`src/rtl/tcat_pkg.sv`:
```
`default_nettype none
package tcat_pkg;

   localparam int SAMPLE_W = 10;
   localparam int THRESH_W = 9;
   localparam int CHAR_W   = 8;
   localparam int AVG_W    = 10;
   localparam int CV_W     = 9;
   localparam int DIGIT_W  = 4;
   localparam int REM_W    = 7;

   // centivolts = avg * 330 / 1024
   localparam int CV_SCALE = 330;
   localparam int CV_SHIFT = 10;
   localparam int SCALE_W  = AVG_W + CV_W;

   localparam logic [CHAR_W-1:0] ASCII_ZERO   = 8'd48;
   localparam logic [CHAR_W-1:0] NEWLINE_CHAR = 8'd10;

   // character positions within one report
   localparam logic [1:0] POS_UNITS      = 2'd0;
   localparam logic [1:0] POS_TENTHS     = 2'd1;
   localparam logic [1:0] POS_HUNDREDTHS = 2'd2;
   localparam logic [1:0] POS_NEWLINE    = 2'd3;

   typedef struct packed {
      logic fire;
      logic channel;
   } stage_tag_type;

   typedef struct packed {
      logic [DIGIT_W-1:0] units;
      logic [DIGIT_W-1:0] tenths;
      logic [DIGIT_W-1:0] hundredths;
      logic               channel;
      logic               click;
   } report_type;

endpackage
`default_nettype wire

```
`src/rtl/tcat_accum.sv`:
```
`default_nettype none
module tcat_accum #(
   parameter int SAMPLES_PER_AVERAGE = 3,
   parameter int SUM_W = 12
) (
   input  wire logic                          clock,
   input  wire logic                          reset,
   input  wire logic                          advance,
   input  wire logic                          in_valid,
   input  wire logic [tcat_pkg::SAMPLE_W-1:0] in_sample,
   output tcat_pkg::stage_tag_type            out_tag,
   output logic [SUM_W-1:0]                   out_sum
);
   import tcat_pkg::*;

   localparam int CNT_W = $clog2(SAMPLES_PER_AVERAGE + 1);

   logic                 in_v_ff;
   logic [SAMPLE_W-1:0]  sample_ff;
   logic                 next_channel_ff;
   logic [SUM_W-1:0]     sum_ff [2];
   logic [CNT_W-1:0]     cnt_ff [2];
   stage_tag_type        tag_ff;
   logic [SUM_W-1:0]     out_sum_ff;

   logic [SUM_W-1:0]     sum_in;
   logic [CNT_W-1:0]     cnt_in;
   logic                 fire;

   assign sum_in = sum_ff[next_channel_ff] + SUM_W'(sample_ff);
   assign cnt_in = cnt_ff[next_channel_ff] + CNT_W'(1);
   assign fire   = (cnt_in == CNT_W'(SAMPLES_PER_AVERAGE));

   always_ff @(posedge clock) begin
      if (reset) begin
         in_v_ff         <= 1'b0;
         next_channel_ff <= 1'b0;
         sum_ff[0]       <= '0;
         sum_ff[1]       <= '0;
         cnt_ff[0]       <= '0;
         cnt_ff[1]       <= '0;
         tag_ff          <= '0;
      end else if (advance) begin
         in_v_ff      <= in_valid;
         tag_ff.fire  <= in_v_ff && fire;
         if (in_v_ff) begin
            tag_ff.channel  <= next_channel_ff;
            next_channel_ff <= ~next_channel_ff;
            // clear the channel once its average goes out
            if (fire) begin
               sum_ff[next_channel_ff] <= '0;
               cnt_ff[next_channel_ff] <= '0;
            end else begin
               sum_ff[next_channel_ff] <= sum_in;
               cnt_ff[next_channel_ff] <= cnt_in;
            end
         end
      end
   end

   always_ff @(posedge clock) begin
      if (advance) begin
         sample_ff  <= in_sample;
         out_sum_ff <= sum_in;
      end
   end

   assign out_tag = tag_ff;
   assign out_sum = out_sum_ff;

endmodule
`default_nettype wire

```
`src/rtl/tcat_conv.sv`:
```
`default_nettype none
module tcat_conv #(
   parameter int SAMPLES_PER_AVERAGE = 3,
   parameter int SUM_W = 12
) (
   input  wire logic                          clock,
   input  wire logic                          reset,
   input  wire logic                          advance,
   input  wire logic [tcat_pkg::THRESH_W-1:0] threshold,
   input  tcat_pkg::stage_tag_type            in_tag,
   input  wire logic [SUM_W-1:0]              in_sum,
   output logic                               rep_valid,
   output tcat_pkg::report_type               rep
);
   import tcat_pkg::*;

   // floor reciprocal: quotient comes out exact or one short
   localparam int RECIP_W = SUM_W + 1;
   localparam int PROD_W  = SUM_W + RECIP_W;
   localparam logic [RECIP_W-1:0] RECIP = RECIP_W'((2 ** SUM_W) / SAMPLES_PER_AVERAGE);

   stage_tag_type       tag1_ff, tag2_ff, tag3_ff;
   logic                rep_v_ff;
   logic [SUM_W-1:0]    sum1_ff;
   logic [AVG_W-1:0]    q0_ff;
   logic [AVG_W-1:0]    avg_ff;
   logic [CV_W-1:0]     cv_ff;
   report_type          rep_ff;

   logic [PROD_W-1:0]   prod;
   logic [SUM_W-1:0]    qm;
   logic [SUM_W-1:0]    rem_sum;
   logic [AVG_W-1:0]    avg_in;
   logic [SCALE_W-1:0]  scaled;
   logic [CV_W-1:0]     cv_rest;
   logic [REM_W-1:0]    rem;
   logic [DIGIT_W-1:0]  units_in;
   logic [DIGIT_W-1:0]  tenths_in;
   logic [REM_W-1:0]    tens_part;
   logic [REM_W-1:0]    hund_rest;

   assign prod    = PROD_W'(in_sum) * PROD_W'(RECIP);
   assign qm      = SUM_W'(q0_ff) * SUM_W'(SAMPLES_PER_AVERAGE);
   assign rem_sum = sum1_ff - qm;
   assign avg_in  = (rem_sum >= SUM_W'(SAMPLES_PER_AVERAGE)) ? q0_ff + AVG_W'(1) : q0_ff;
   assign scaled  = SCALE_W'(avg_ff) * SCALE_W'(CV_SCALE);

   // split centivolts into decimal digits by compares
   always_comb begin
      if (cv_ff >= CV_W'(300)) begin
         units_in = DIGIT_W'(3);
         cv_rest  = cv_ff - CV_W'(300);
      end else if (cv_ff >= CV_W'(200)) begin
         units_in = DIGIT_W'(2);
         cv_rest  = cv_ff - CV_W'(200);
      end else if (cv_ff >= CV_W'(100)) begin
         units_in = DIGIT_W'(1);
         cv_rest  = cv_ff - CV_W'(100);
      end else begin
         units_in = '0;
         cv_rest  = cv_ff;
      end
      rem       = cv_rest[REM_W-1:0];
      tenths_in = '0;
      for (int k = 1; k < 10; k++) begin
         if (rem >= REM_W'(10 * k)) tenths_in = DIGIT_W'(k);
      end
      tens_part = {tenths_in, 3'b000} + {2'b00, tenths_in, 1'b0};
      hund_rest = rem - tens_part;
   end

   always_ff @(posedge clock) begin
      if (reset) begin
         tag1_ff  <= '0;
         tag2_ff  <= '0;
         tag3_ff  <= '0;
         rep_v_ff <= 1'b0;
      end else if (advance) begin
         tag1_ff  <= in_tag;
         tag2_ff  <= tag1_ff;
         tag3_ff  <= tag2_ff;
         rep_v_ff <= tag3_ff.fire;
      end
   end

   always_ff @(posedge clock) begin
      if (advance) begin
         sum1_ff           <= in_sum;
         q0_ff             <= prod[SUM_W +: AVG_W];
         avg_ff            <= avg_in;
         cv_ff             <= scaled[CV_SHIFT +: CV_W];
         rep_ff.units      <= units_in;
         rep_ff.tenths     <= tenths_in;
         rep_ff.hundredths <= hund_rest[DIGIT_W-1:0];
         rep_ff.channel    <= tag3_ff.channel;
         rep_ff.click      <= (cv_ff > threshold);
      end
   end

   assign rep_valid = rep_v_ff;
   assign rep       = rep_ff;

endmodule
`default_nettype wire

```
`src/rtl/tcat_ser.sv`:
```
`default_nettype none
module tcat_ser (
   input  wire logic                        clock,
   input  wire logic                        reset,
   input  wire logic                        rep_valid,
   input  tcat_pkg::report_type             rep,
   output logic                             take,
   output logic                             rsp_valid,
   input  wire logic                        rsp_ready,
   output logic [tcat_pkg::CHAR_W-1:0]      rsp_character,
   output logic                             rsp_channel,
   output logic                             rsp_click,
   output logic                             rsp_last
);
   import tcat_pkg::*;

   logic        busy_ff;
   logic [1:0]  pos_ff;
   report_type  rep_ff;
   logic        at_last;
   logic        load;

   assign at_last = (pos_ff == POS_NEWLINE);
   assign take    = !busy_ff || (rsp_ready && at_last);
   assign load    = take && rep_valid;

   always_ff @(posedge clock) begin
      if (reset) begin
         busy_ff <= 1'b0;
         pos_ff  <= POS_UNITS;
      end else if (load) begin
         busy_ff <= 1'b1;
         pos_ff  <= POS_UNITS;
      end else if (busy_ff && rsp_ready) begin
         // advance to the next character, drop out after the newline
         if (at_last) busy_ff <= 1'b0;
         pos_ff <= pos_ff + 2'd1;
      end
   end

   always_ff @(posedge clock) begin
      if (load) rep_ff <= rep;
   end

   always_comb begin
      case (pos_ff)
         POS_UNITS:      rsp_character = ASCII_ZERO + CHAR_W'(rep_ff.units);
         POS_TENTHS:     rsp_character = ASCII_ZERO + CHAR_W'(rep_ff.tenths);
         POS_HUNDREDTHS: rsp_character = ASCII_ZERO + CHAR_W'(rep_ff.hundredths);
         default:        rsp_character = NEWLINE_CHAR;
      endcase
   end

   assign rsp_valid   = busy_ff;
   assign rsp_channel = rep_ff.channel;
   assign rsp_click   = rep_ff.click;
   assign rsp_last    = at_last;

endmodule
`default_nettype wire

```
`src/rtl/two_channel_average_threshold_unit.sv`:
```
// Two-channel averaging voltage reporter.
// req channel: one 10-bit converter word per transfer; words alternate
// between channel 0 and channel 1, channel 0 first after reset.
// Every SAMPLES_PER_AVERAGE words of a channel produce one report on the
// rsp channel: four words, the units, tenths and hundredths digits of the
// averaged voltage as ASCII, then a newline with rsp_last high. rsp_channel
// and rsp_click hold for the whole report; click is high when the value in
// hundredths of a volt exceeds the threshold.
// csr channel: writes the click threshold (reset 150); write only while idle.
// The first character of a report is valid once the word that completes the
// average is accepted and has passed the input register (loaded by the
// accepting edge), accumulate, four conversion stages and output register. A
// word is accepted every cycle while req_ready is high; a report holds the
// output register for all four of its words, so the character serialiser
// sets the sustained rate of completing words.
// Reset clears sums, counts, the channel toggle and all pipeline valids.
// When rsp_ready is low the output holds and the pipeline stalls as a whole
// once a finished report waits behind it; req_ready then drops.
`default_nettype none
module two_channel_average_threshold_unit #(
   parameter int SAMPLES_PER_AVERAGE = 3
) (
   input  wire logic                          clock,
   input  wire logic                          reset,
   input  wire logic                          req_valid,
   output logic                               req_ready,
   input  wire logic [tcat_pkg::SAMPLE_W-1:0] req_sample,
   output logic                               rsp_valid,
   input  wire logic                          rsp_ready,
   output logic [tcat_pkg::CHAR_W-1:0]        rsp_character,
   output logic                               rsp_channel,
   output logic                               rsp_click,
   output logic                               rsp_last,
   input  wire logic                          csr_valid,
   output logic                               csr_ready,
   input  wire logic [tcat_pkg::THRESH_W-1:0] csr_data
);
   import tcat_pkg::*;

   localparam int SUM_W = SAMPLE_W + $clog2(SAMPLES_PER_AVERAGE);

   logic [THRESH_W-1:0] threshold_ff;
   logic                advance;
   logic                take;
   logic                rep_valid;
   report_type          rep;
   stage_tag_type       acc_tag;
   logic [SUM_W-1:0]    acc_sum;

   always_ff @(posedge clock) begin
      if (reset) threshold_ff <= THRESH_W'(150);
      else if (csr_valid) threshold_ff <= csr_data;
   end

   assign csr_ready = 1'b1;

   // stall everything only while a finished report cannot move on
   assign advance   = !rep_valid || take;
   assign req_ready = advance;

   tcat_accum #(
      .SAMPLES_PER_AVERAGE(SAMPLES_PER_AVERAGE),
      .SUM_W(SUM_W)
   ) u_accum (
      .clock(clock),
      .reset(reset),
      .advance(advance),
      .in_valid(req_valid),
      .in_sample(req_sample),
      .out_tag(acc_tag),
      .out_sum(acc_sum)
   );

   tcat_conv #(
      .SAMPLES_PER_AVERAGE(SAMPLES_PER_AVERAGE),
      .SUM_W(SUM_W)
   ) u_conv (
      .clock(clock),
      .reset(reset),
      .advance(advance),
      .threshold(threshold_ff),
      .in_tag(acc_tag),
      .in_sum(acc_sum),
      .rep_valid(rep_valid),
      .rep(rep)
   );

   tcat_ser u_ser (
      .clock(clock),
      .reset(reset),
      .rep_valid(rep_valid),
      .rep(rep),
      .take(take),
      .rsp_valid(rsp_valid),
      .rsp_ready(rsp_ready),
      .rsp_character(rsp_character),
      .rsp_channel(rsp_channel),
      .rsp_click(rsp_click),
      .rsp_last(rsp_last)
   );

endmodule
`default_nettype wire

```
`config.mk`:
```
export PLATFORM = sky130hd
export DESIGN_NAME = two_channel_average_threshold_unit
export DESIGN_NICKNAME = d
export VERILOG_FILES = /design/src/rtl/tcat_pkg.sv /design/src/rtl/tcat_accum.sv /design/src/rtl/tcat_conv.sv /design/src/rtl/tcat_ser.sv /design/src/rtl/two_channel_average_threshold_unit.sv
export SDC_FILE = /design/constraint.sdc
export NUM_CORES = 1
export LEC_CHECK = 0
export BUFFER_PORTS_ARGS = -buffer_cell sky130_fd_sc_hd__buf_4
export CAP_MARGIN = 0
export CELL_PAD_IN_SITES_DETAIL_PLACEMENT = 1
export CELL_PAD_IN_SITES_GLOBAL_PLACEMENT = 1
export CORE_ASPECT_RATIO = 1.2
export CORE_MARGIN = 1.5
export CORE_UTILIZATION = 45
export DETAILED_ROUTE_END_ITERATION = 10
export PLACE_DENSITY = 0.72
export SLEW_MARGIN = 20
export SYNTH_ARGS = -nofsm -noshare
export SYNTH_HDL_FRONTEND = slang
export SYNTH_SLANG_ARGS = --single-unit
```
`constraint.sdc`:
```
create_clock -name clock -period 10.67 [get_ports clock]
set_input_delay 2.134 -clock clock [delete_from_list [all_inputs] [get_ports clock]]
set_output_delay 2.134 -clock clock [all_outputs]
set_load 0.01 [all_outputs]
```
# Word level (Yosys, flattened, before mapping)
# Memories as Yosys holds them, arrays and structs flattened. A register that Yosys moved wholly into a read port is not among the register bits.
# Index checks and enable logic that the tools add are counted.
[classes]
n_addsub = 13
mul = 3
n_div = 0
magnitude_cmp = 14
eq_ne = 4
shift = 0
mux = 43
n_bitwise = 3
n_reduce_logical = 17
[ops]
columns = ["cell", "count"]
rows = [
  ["two-way mux 1 bit", 26],
  ["two-way mux 12 bit", 2],
  ["one-hot mux 8 bit (3 select lines)", 1],
  ["multiplier 12 x 11 -> 22 bit, second input constant", 1],
  ["adder 6 x 4 -> 7 bit, first input constant", 3],
  ["greater-or-equal comparator 7 x 6 -> 1 bit, second input constant", 3],
  ["greater-or-equal comparator 7 bit, second input constant", 3],
  ["two-way mux 7 bit", 3],
  ["multiplier 10 x 8 -> 18 bit, second input constant", 1],
  ["greater-or-equal comparator 7 x 5 -> 1 bit, second input constant", 2],
  ["subtractor 7 bit, second input constant", 2],
  ["adder 12 x 10 -> 12 bit", 1],
  ["greater-or-equal comparator 12 x 2 -> 1 bit, second input constant", 1],
  ["multiplier 10 x 2 -> 12 bit, second input constant", 1],
  ["two-way mux 3 bit", 4],
  ["OR reduction 12 bit", 1],
  ["subtractor 12 bit", 1],
  ["adder 10 x 1 -> 10 bit, second input constant", 1],
  ["two-way mux 10 bit", 1],
  ["greater-or-equal comparator 9 x 7 -> 1 bit, second input constant", 1],
  ["greater-or-equal comparator 9 x 8 -> 1 bit, second input constant", 1],
  ["greater-or-equal comparator 9 bit, second input constant", 1],
  ["> comparator 9 bit", 1],
  ["two-way mux 2 bit", 4],
  ["17 further kinds", 31],
]
[totals]
ff_bits = 114
latchBits = 0
ramBits = 28
mem_bits_ro = 0
input_bits = 24
output_inout_bits = 14
wordCells = 130
n_memories = 2
[mem_list]
columns = ["memory", "depth", "word_bits", "read_ports", "rd_ports_with_merged_regs", "write_ports", "line", "rtl"]
rows = [
  ["u_accum.sum_ff", 2, 12, 1, 1, 2, "tcat_accum.sv:21", "logic [SUM_W-1:0] sum_ff [2];"],
  ["u_accum.cnt_ff", 2, 2, 1, 1, 2, "tcat_accum.sv:22", "logic [CNT_W-1:0] cnt_ff [2];"],
]

# Depth between registers and ports, before layout
# Gate-level depths: netlist of run 1.
[depth]
depth_word = 16
depth_mapped = 18
ltp_nobuf = 17

# Modules after synthesis
# From an unflattened synthesis of run 1, not the netlist that was laid out.
[unflattened]
cells_unflattened = 961
area_unflattened_um2 = 10652.7
[by_module_without_submodules]
columns = ["mod", "instances", "cells_each", "area_per_inst_um2", "seq_area_each_um2"]
rows = [
  ["tcat_conv", 1, 682, 6998.0, 1731.7],
  ["tcat_accum", 1, 198, 2583.7, 1601.5],
  ["tcat_ser", 1, 49, 723.2, 480.5],
  ["two_channel_average_threshold_unit", 1, 32, 347.8, 180.2],
]

# Worst setup path after synthesis of run 1
# OpenSTA, ideal clock, no wires.
[synth_path]
path_kind = "input-to-output"
startpoint = "in rsp_ready"
endpoint = "out req_ready"
arrival_ns = 4.672
t_required_ns = 8.536
setup_slack_ns = 3.864
stages = 3
cell_sequence = "a21boi_0 > nand2_1 > clkbuf_1"
[synth_via]
elab_chain_len = 3
[synth_rtl]
columns = ["item", "line", "rtl"]
rows = [
  ["start: declaration", "two_channel_average_threshold_unit.sv:29", "input wire logic rsp_ready,"],
  ["logical AND 1 bit", "tcat_ser.sv:24", "assign take = !busy_ff || (rsp_ready && at_last);"],
  ["logical OR 1 bit", "tcat_ser.sv:24", ""],
  ["logical OR 1 bit", "two_channel_average_threshold_unit.sv:58", "assign advance = !rep_valid || take;"],
  ["end: declaration", "two_channel_average_threshold_unit.sv:26", "output logic req_ready,"],
]
# No other way between the ends.

# Worst setup path after layout of run 1
# Same ends and word-level chain as after synthesis.

==> reports/metrics.csv, run 1 <==
metric;value;unit
Critical Path RT;8.54;ns
routability congestion estimate;0.821;
min Tclk post-route;5.29;ns
Yosys cell types;76;
TritonCTS Buffers;17;
TNS Setup;0;ns
Max Slew Vio Count;0;
Mean Syn Cell Area;11.1;µm²
maxcap violations;0;
DRT antenna net count;0;
Setup-failing EPs final;0;
Reg area;0.00393;mm²
vias in the first global route;7431;
Post-synth ARST share;0;%
largest net degree at the start of global routing;56;
EDFF count, synth;115;
DP HPWL;16.8;mm
post-DR wirelength/cell;17.2;µm
DR vias/cell;5.33;
Place WS;5.36;ns
GRT Resource Usage Total;19.7;%
Mapped Area;0.0104;mm²
port buffer count;34;
DRC;0;
type of the worst min-delay path;register to register;
Synth-to-Final Area Change;11.0;%
clock skew;0.0120;ns
final worst path period share;49.5;%
Setup CP Type;primary input to output pin;
multi-input logic area;0.00575;mm²
total gr overflow;0;
NumNets Final;1218;
PnR worst setup slack;5.38;ns
PostCTS Resize Cnt;0;
core region area;0.0225;mm²
drt pass-1 iters;4;
Rows;60;
fill count;2408;
CTS tree;built;
worst-path maximum fanout;32;
status;completed;
fmax;189;MHz
relative slew slack;33.9;%
Hold-fix buffers, CTS;0;
DR vias;6752;
global-route wire length before repair;37.0;mm
Post-CTS Setup Repair Bufs;0;
clock transition at the registers of the reported paths;0.06;ns
Ports;38;
clock network latency to the later pin of the worst-skew pair;0.43;ns
initial cell density of the core;46.1;%
Fin. Hold Viols;0;
die area;0.0240;mm²
Final Cell Area;0.0115;mm²
final WL;21.8;mm
Setup crit start kind;primary input;
Syn Inst Count;938;
RSZ-0062 raised after global routing;no;
Die Ht;169;µm
clock buffer depth;2;
Clk Tree Root Cell;clkbuf_16;
Arr. time, crit path;3.15;ns
DR iter-0 viols;270;
die width;142;µm
Synth Flop Type;edfxtp_1;
H-tree Lvls;4;
Ys Warns;0;
# clock sinks;139;
DP Area;0.0109;mm²
fraction of layout cells with a size suffix above 1;10.9;%
Setup crit end kind;output pin;
sequential fraction of the synthesis area;37.9;%
Antenna Cells;0;
Hold Slack;0.418;ns
initial antenna violation count;0;
slew of the pin with the lowest slew margin;0.985;ns
flip-flop and latch count after synthesis;139;
final cells by class:
cell class                      instances  share of cell area [%]
Inverter                              155                    5.10
Tap cell                              279                    3.03
Multi-Input combinational cell        623                    49.9
Sequential cell                       139                    34.2
Timing Repair Buffer                   38                    2.48
Clock inverter                         14                    1.47
Clock buffer                           18                    3.82
synthesized netlist by cell type (3+ instances only):
cell type    n  area share, %
buf_4        5           0.36
edfxtp_1   115             33
o21ai_2      3           0.25
o21bai_1     4           0.29
nand2_1     37            1.3
a21boi_0     4           0.29
nor2b_1      6           0.36
nand3_1     25            1.2
xnor2_1     39            3.3
o211ai_1     6           0.43
buf_2        3           0.14
o21ai_0     17           0.82
o21a_1      15            1.1
and2_1       4           0.24
nand2b_1     3           0.18
or3_1        3           0.18
nor3_1      12           0.58
xor2_1      16            1.4
a22oi_1      3           0.22
clkbuf_1    11           0.40
ha_1       172             21
dfxtp_1     24            4.6
fa_1        48            9.3
a31oi_1      7           0.42
a21oi_1     48            2.3
mux2i_1     10           0.96
nand4_1      5           0.30
inv_1      154            5.6
mux2_2      15            1.6
a21o_1       6           0.43
a211oi_1     4           0.29
nor2_1      58            2.1
cells by family (layout without fill, tap and decap cells):
logic type / after synthesis / count (layout) / share of synthesized area, %
adders and majority gates: 222 / 222 / 30.2
buffers and inverters: 177 / 225 / 6.81
and+or+nand+nor: 166 / 166 / 7.50
AOI/OAI and AO/OA: 152 / 152 / 10.2
DFF: 139 / 139 / 37.9
xor gates and xnor gates: 55 / 55 / 4.64
muxes: 25 / 25 / 2.59
other: 2 / 3 / 0.0724
per-stage QoR:
stage          cells  util [%]
6_report        1266      51.1
5_1_grt         1266      51.1
4_1_cts         1266      51.1
3_5_place_dp    1234      48.4
3_3_place_gp    1234      48.4
2_1_floorplan    939         -
final timing paths:
| kind | start | slack (ns) | cells after the start | to |
|---|---|---|---|---|
| min | u_conv.rep[2] | 0.42 | 0 | u_ser.rep_ff[2] |
| min reg2reg | u_conv.rep[2] | 0.42 | 0 | u_ser.rep_ff[2] |
| max reg2reg | u_accum.out_sum[3] | 5.52 | 17 | u_conv.q0_ff[9] |
| max | rsp_ready | 5.38 | 5 | req_ready |
worst max-delay path, stage by stage:
cell,delay [ns]
buf_4,0.11
a21boi_0,0.15
buf_4,0.22
nand2_4,0.26
buf_4,0.27
routing by layer:
| layer | global-route usage (%) | up-vias | wire length [µm] |
|---|---|---|---|
| met2 | 37.6 | 74 | 11800 |
| met1 | 22.8 | 3327 | 9290 |
| met4 | 5.92 | 0 | 383 |
| met5 | 0 | - | 0 |
| met3 | 2.45 | 29 | 365 |
| li1 | - | 3322 | - |
placed cells by master, fill, tap and decap left out, drive strengths merged, types with 3 or more instances in the layout:
cell type and instances:
fa 48, or3 3, nor2b 6, mux2 15, clkbuf 18, a21oi 50, ha 172, nand2 38
conb 3, a21boi 5, nor3 12, nand2b 3, xnor2 39, clkinv 5, edfxtp 115, o21bai 4
inv 163, a21o 7, a22oi 3, o211ai 6, nand3 25, and2 5, nand4 5, mux2i 10
buf 38, nor2 58, xor2 16, dfxtp 24, o21a 15, o21ai 21, o31ai 3, a31oi 7
a211oi 6
sequential cells by signal, summed over array words and instances (netlist names), 2 cells and up, named ones only:
| signal | count |
|---|---|
| u_conv.rep | 12 |
| u_conv.avg_ff | 10 |
| u_accum.out_tag | 2 |
| u_accum.sum_ff | 24 |
| u_ser.rep_ff | 10 |
| u_conv.tag3_ff | 2 |
| u_accum.out_sum | 12 |
| threshold_ff | 9 |
| u_accum.sample_ff | 10 |
| u_conv.tag1_ff | 2 |
| u_conv.q0_ff | 10 |
| u_conv.cv_ff | 9 |
| u_conv.sum1_ff | 12 |
| u_accum.cnt_ff | 4 |
| u_ser.pos_ff | 2 |
| u_conv.tag2_ff | 2 |
Power of run 1 is left out: the tool's default activity adds up to more than one toggle a clock period on the data nets, which glitch-free logic cannot reach.
==> run 2: changes to the inputs <==
PLACE_DENSITY = 0.75   (was 0.72)
clock period = 4.36 ns   (was 10.67 ns; I/O delays follow)
==> run 2 against run 1 <==
Net effect:
- the flow now finishes with violations (setup timing)
- final cell count up 3.3%
- count of clock-buffer cells in the layout is the same
- sequential share of layout area fell by 1.4 points
- non-clock buffer count is 42 higher
- worst hold slack improved by 0.0047 ns
- critical path type is now register to register
==> reports/metrics.csv, run 2 (synthesis gave the netlist of run 1 again) <==
metric;value;unit;change
status;finished, violations left;;
Rows;60;;unchanged
min Tclk post-route;4.67;ns;
post-DR wirelength/cell;18.4;µm;+7.0%
type of the worst min-delay path;register to register;;
maxcap violations;0;;unchanged
NumNets Final;1260;;+3.4%
reg2reg setup slack;-0.31;ns;-5.83 ns
worst reg2reg path startpoint;u_accum.out_sum[2];;
die width;142;µm;unchanged
hold path cells;0;;unchanged
GRT Resource Usage Total;21.4;%;+1.6 points
Setup CP Type;register to register;;
vias in the first global route;7866;;+5.9%
drt pass-1 iters;6;;+2
Reg area;0.00393;mm²;unchanged
fraction of layout cells with a size suffix above 1;17.4;%;+6.5 points
Ports;38;;unchanged
Setup crit start kind;register;;
initial antenna violation count;0;;unchanged
hold path start;u_conv.rep[2];;
max FFs per register;24;;unchanged
Arr. time, crit path;4.85;ns;+1.70 ns
Die Ht;169;µm;unchanged
core region area;0.0225;mm²;unchanged
Cell Chain, Critical Path;ha_4, inv_1, fa_2, fa_1, inv_1, fa_1, fa_1, ha_2, a2111o_1, a31oi_1, o21a_1, o31ai_4, a21oi_2, o211a_1, nand2b_1, a21oi_2, xnor2_1;;
R2R depth;17;;unchanged
CP max-delay cell;fa_1;;
largest net degree at the start of global routing;65;;+16%
failing checks;setup timing;;
die area;0.0240;mm²;unchanged
most frequent cells in the layout;159 x ha_1, 152 x inv_1, 115 x edfxtp_1, 78 x buf_4, 57 x nor2_1;;
DR iter-0 viols;265;;-1.9%
Crit path largest cell delay;0.52;ns;+0.25 ns
multi-input logic area;0.00596;mm²;+3.7%
TritonCTS Buffers;17;;unchanged
CTS tree;built;;
Antenna Cells;0;;unchanged
total gr overflow;0;;unchanged
final worst path period share;107;%;
hold worst-path end;u_ser.rep_ff[2];;
TNS Setup;-1.43;ns;-1.43 ns
relative slew slack;41.6;%;+7.7 points
PnR worst setup slack;-0.307;ns;-5.69 ns
worst-path maximum fanout;3;;-91%
reg2reg end;u_conv.q0_ff[7];;
final WL;24.1;mm;+11%
routability congestion estimate;0.797;;-2.9%
clock skew;0.0149;ns;+0.00292 ns
fmax;214;MHz;
Critical Path RT;4.54;ns;-4.00 ns
Synth-to-Final Area Change;15.8;%;
DR vias;7094;;+5.1%
RSZ-0062 raised after global routing;yes;;
crit-path most repeated cell;fa_1;;
# clock sinks;139;;unchanged
DRT antenna net count;0;;unchanged
Hold-fix buffers, CTS;0;;unchanged
CP Buf/Inv Count;2;;-1
DP HPWL;18.4;mm;+9.4%
Fin. Hold Viols;0;;unchanged
clock transition at the registers of the reported paths;0.07;ns;about the same
DR vias/cell;5.42;;+1.7%
port buffer count;34;;unchanged
largest reg by FF count;u_accum.sum_ff;;
clock network latency to the later pin of the worst-skew pair;0.44;ns;about the same
initial cell density of the core;46.1;%;unchanged
commonest non-fill, non-tap cell in the layout;ha_1;;
DRC;0;;unchanged
Clk Tree Root Cell;clkbuf_16;;
H-tree Lvls;4;;unchanged
slew of the pin with the lowest slew margin;0.877;ns;-0.108 ns
Setup-failing EPs final;8;;+8
Setup crit end kind;register;;
fill count;2439;;+1.3%
global-route wire length before repair;39.7;mm;+7.3%
clock buffer depth;2;;unchanged
delay-heaviest family, CP;adder cells;;
Max Slew Vio Count;0;;unchanged
[run 2: routing by layer]
| metal | vias to the layer above | routed length, µm | GRT usage [%] |
|---|---|---|---|
| met4 | 0 | 909 | 9.59 |
| met5 | - | 0 | 0 |
| met2 | 109 | 13300 | 40.7 |
| met3 | 63 | 442 | 2.85 |
| met1 | 3522 | 9510 | 23.3 |
| li1 | 3400 | - | - |
[run 2: area by class of cell]
type | count | area share [%]
clock buffers | 18 | 3.57
repair buffers | 80 | 5.06
multi-input cells | 623 | 49.6
flip-flops and latches | 139 | 32.8
inverters | 155 | 4.89
clock inverters | 14 | 1.21
well taps | 279 | 2.91
[run 2: how the worst max path moves through the flow]
| stage | start | to | slack, ns | cells past startpoint |
|---|---|---|---|---|
| 3_5_place_dp | u_accum.out_sum[6] | u_conv.q0_ff[7] | -0.37 | 17 |
| 3_3_place_gp | u_accum.out_sum[2] | u_conv.q0_ff[9] | -0.24 | 17 |
| 4_1_cts | u_accum.out_sum[3] | u_conv.q0_ff[7] | -0.31 | 17 |
| 6_report | u_accum.out_sum[2] | u_conv.q0_ff[7] | -0.31 | 17 |
| 5_1_grt | u_accum.out_sum[2] | u_conv.q0_ff[9] | -0.46 | 15 |
| 2_1_floorplan | u_accum.out_sum[4] | u_conv.q0_ff[9] | -0.11 | 15 |
[run 2: repair_timing]
item,in CTS,in global routing
endpoints found under the setup margin,8,10
pin swaps,12,14
resized for setup,14,14
setup buffers,6,4
[run 2: worst register-to-register path: stages (launching register included)]
cell and delay [ns]:
edfxtp_1 0.49, ha_4 0.22, inv_1 0.08, fa_2 0.48
fa_1 0.50, inv_1 0.06, fa_1 0.52, fa_1 0.45
ha_2 0.20, a2111o_1 0.28, a31oi_1 0.15, o21a_1 0.22
o31ai_4 0.08, a21oi_2 0.16, o211a_1 0.22, nand2b_1 0.11
a21oi_2 0.14, xnor2_1 0.08
[run 2: per-stage QoR]
stage	util (%)	hold slack, ns	setup slack [ns]	std cells	cell area, µm²
5_1_grt	53.3	0.423	-0.459	1308	12000
4_1_cts	52.8	0.420	-0.311	1305	11900
2_1_floorplan	-	0.400	-0.108	939	10400
6_report	53.3	0.423	-0.307	1308	12000
3_5_place_dp	49.8	0.408	-0.371	1268	11200
3_3_place_gp	49.8	0.405	-0.237	1268	11200
Power of run 2 is left out for the same reason.
==> run 3: changes to the inputs <==
MAX_ROUTING_LAYER = met4   (was unset)
==> run 3 against run 2 <==
Net effect:
- sequential share of layout area unchanged
- sequential cell count stayed put
- highest routed layer unchanged
- count of clock-buffer cells in the layout unchanged
- critical path depth stayed put
- the run still ends with setup timing left
- final area unchanged
- final cell count unchanged
- wire length grew 0.25%
==> reports/metrics.csv, run 3 (synthesis gave the netlist of run 1 again) <==
metric;value;unit;change
min Tclk post-route;4.65;ns;-0.0149 ns
Clk Tree Root Cell;clkbuf_16;;
Setup crit end kind;register;;
Antenna Cells;0;;unchanged
Hold-fix buffers, CTS;0;;unchanged
hold path start;u_conv.rep[2];;
initial antenna violation count;0;;unchanged
Fin. Hold Viols;0;;unchanged
type of the worst min-delay path;register to register;;
NumNets Final;1260;;unchanged
TNS Setup;-1.33;ns;+0.100 ns
largest net degree at the start of global routing;65;;unchanged
Arr. time, crit path;4.84;ns;about the same
# clock sinks;139;;unchanged
Rows;60;;unchanged
Synth-to-Final Area Change;15.8;%;unchanged
DR vias/cell;5.44;;+0.38%
final worst path period share;107;%;-0.34 points
Critical Path RT;4.54;ns;about the same
commonest non-fill, non-tap cell in the layout;ha_1;;
routability congestion estimate;0.809;;+1.4%
max FFs per register;24;;unchanged
worst reg2reg path startpoint;u_accum.out_sum[2];;
maxcap violations;0;;unchanged
hold path cells;0;;unchanged
Setup crit start kind;register;;
port buffer count;34;;unchanged
relative slew slack;40.6;%;-0.93 points
DR iter-0 viols;269;;+1.5%
Setup CP Type;register to register;;
TritonCTS Buffers;17;;unchanged
Ports;38;;unchanged
final WL;24.2;mm;+0.25%
Die Ht;169;µm;unchanged
fmax;215;MHz;+0.32%
clock buffer depth;2;;unchanged
DR vias;7121;;+0.38%
global-route wire length before repair;39.7;mm;about the same
reg2reg end;u_conv.q0_ff[7];;
DRT antenna net count;0;;unchanged
worst-path maximum fanout;3;;unchanged
PnR worst setup slack;-0.293;ns;+0.0149 ns
core region area;0.0225;mm²;unchanged
die width;142;µm;unchanged
die area;0.0240;mm²;unchanged
total gr overflow;0;;unchanged
DRC;0;;unchanged
slew of the pin with the lowest slew margin;0.891;ns;+0.0140 ns
hold worst-path end;u_ser.rep_ff[2];;
DP HPWL;18.4;mm;unchanged
Max Slew Vio Count;0;;unchanged
GRT Resource Usage Total;22.0;%;+0.65 points
initial cell density of the core;46.1;%;unchanged
non-filler cells, final;1308;;unchanged
status;finished, violations left;;
failing checks;setup timing;;
largest reg by FF count;u_accum.sum_ff;;
most frequent cells in the layout;159 x ha_1, 152 x inv_1, 115 x edfxtp_1, 78 x buf_4, 57 x nor2_1;;
Setup-failing EPs final;7;;-1
RSZ-0062 raised after global routing;yes;;
R2R depth;17;;unchanged
CTS tree;built;;
clock network latency to the later pin of the worst-skew pair;0.44;ns;about the same
clock transition at the registers of the reported paths;0.06;ns;about the same
reg2reg setup slack;-0.29;ns;about the same
vias in the first global route;7852;;-0.18%
placed cells;1268;;unchanged
fraction of layout cells with a size suffix above 1;17.4;%;unchanged
drt pass-1 iters;4;;-2
H-tree Lvls;4;;unchanged
post-DR wirelength/cell;18.5;µm;+0.25%
clock skew;0.0146;ns;-0.000360 ns
==> run 3: cell counts in the layout (fill, tap and decap cells not counted) <==
Identical to the previous run, type by type.
==> run 3: worst max-delay path, cell delays in order, from the launching register on <==
cell      delay [ns]
edfxtp_1        0.49
ha_4            0.27
ha_4            0.26
inv_1           0.05
fa_1            0.49
inv_1           0.07
fa_1            0.56
fa_1            0.46
ha_2            0.22
a2111o_1        0.38
a31oi_1         0.15
o21a_1          0.22
o31ai_4         0.08
a21oi_2         0.16
o211a_1         0.22
nand2b_1        0.11
a21oi_2         0.14
xnor2_1         0.08
==> run 3: how the worst max path moves through the flow <==
| stage | from | endpoint | cells after the start |
|---|---|---|---|
| finish | u_accum.out_sum[2] | u_conv.q0_ff[7] | 17 |
| global route | u_accum.out_sum[2] | u_conv.q0_ff[9] | 15 |
| CTS | u_accum.out_sum[3] | u_conv.q0_ff[7] | 17 |
| detailed placement | u_accum.out_sum[6] | u_conv.q0_ff[7] | 17 |
| global placement | u_accum.out_sum[2] | u_conv.q0_ff[9] | 17 |
| floorplan | u_accum.out_sum[4] | u_conv.q0_ff[9] | 15 |
==> run 3: metal layers <==
metal  vias to the layer above  global-route usage [%]  routed length (µm)
li1                       3404                       -                   -
met1                      3554                    23.5                9540
met2                       101                    40.7               13300
met3                        62                    2.79                 439
met4                         0                    9.46                 886
met5                         -                       -                   0
==> run 3: final cells by class <==
cell class,instances,area [µm²]
timing repair buffer,80,608
sequential,139,3930
fill,2439,10500
clock buffer,18,429
inverter,155,587
tap,279,349
multi-input combinational,623,5960
clock inverter,14,145
==> run 3: stage by stage <==
step | hold slack [ns] | utilization, % | setup slack (ns) | instance area [µm²]
global placement | 0.405 | 49.8 | -0.237 | 11200
CTS | 0.420 | 52.8 | -0.311 | 11900
finish | 0.422 | 53.3 | -0.293 | 12000
global route | 0.423 | 53.3 | -0.470 | 12000
floorplan | 0.400 | - | -0.108 | 10400
detailed placement | 0.408 | 49.8 | -0.371 | 11200
==> run 3: repair_timing <==
item	4_1_cts	5_1_grt
buffers inserted	6	4
resized for setup	14	14
pin swaps	12	14
setup endpoints to repair	8	10
endpoints found under the hold margin	0	0
Power of run 3 is left out for the same reason.
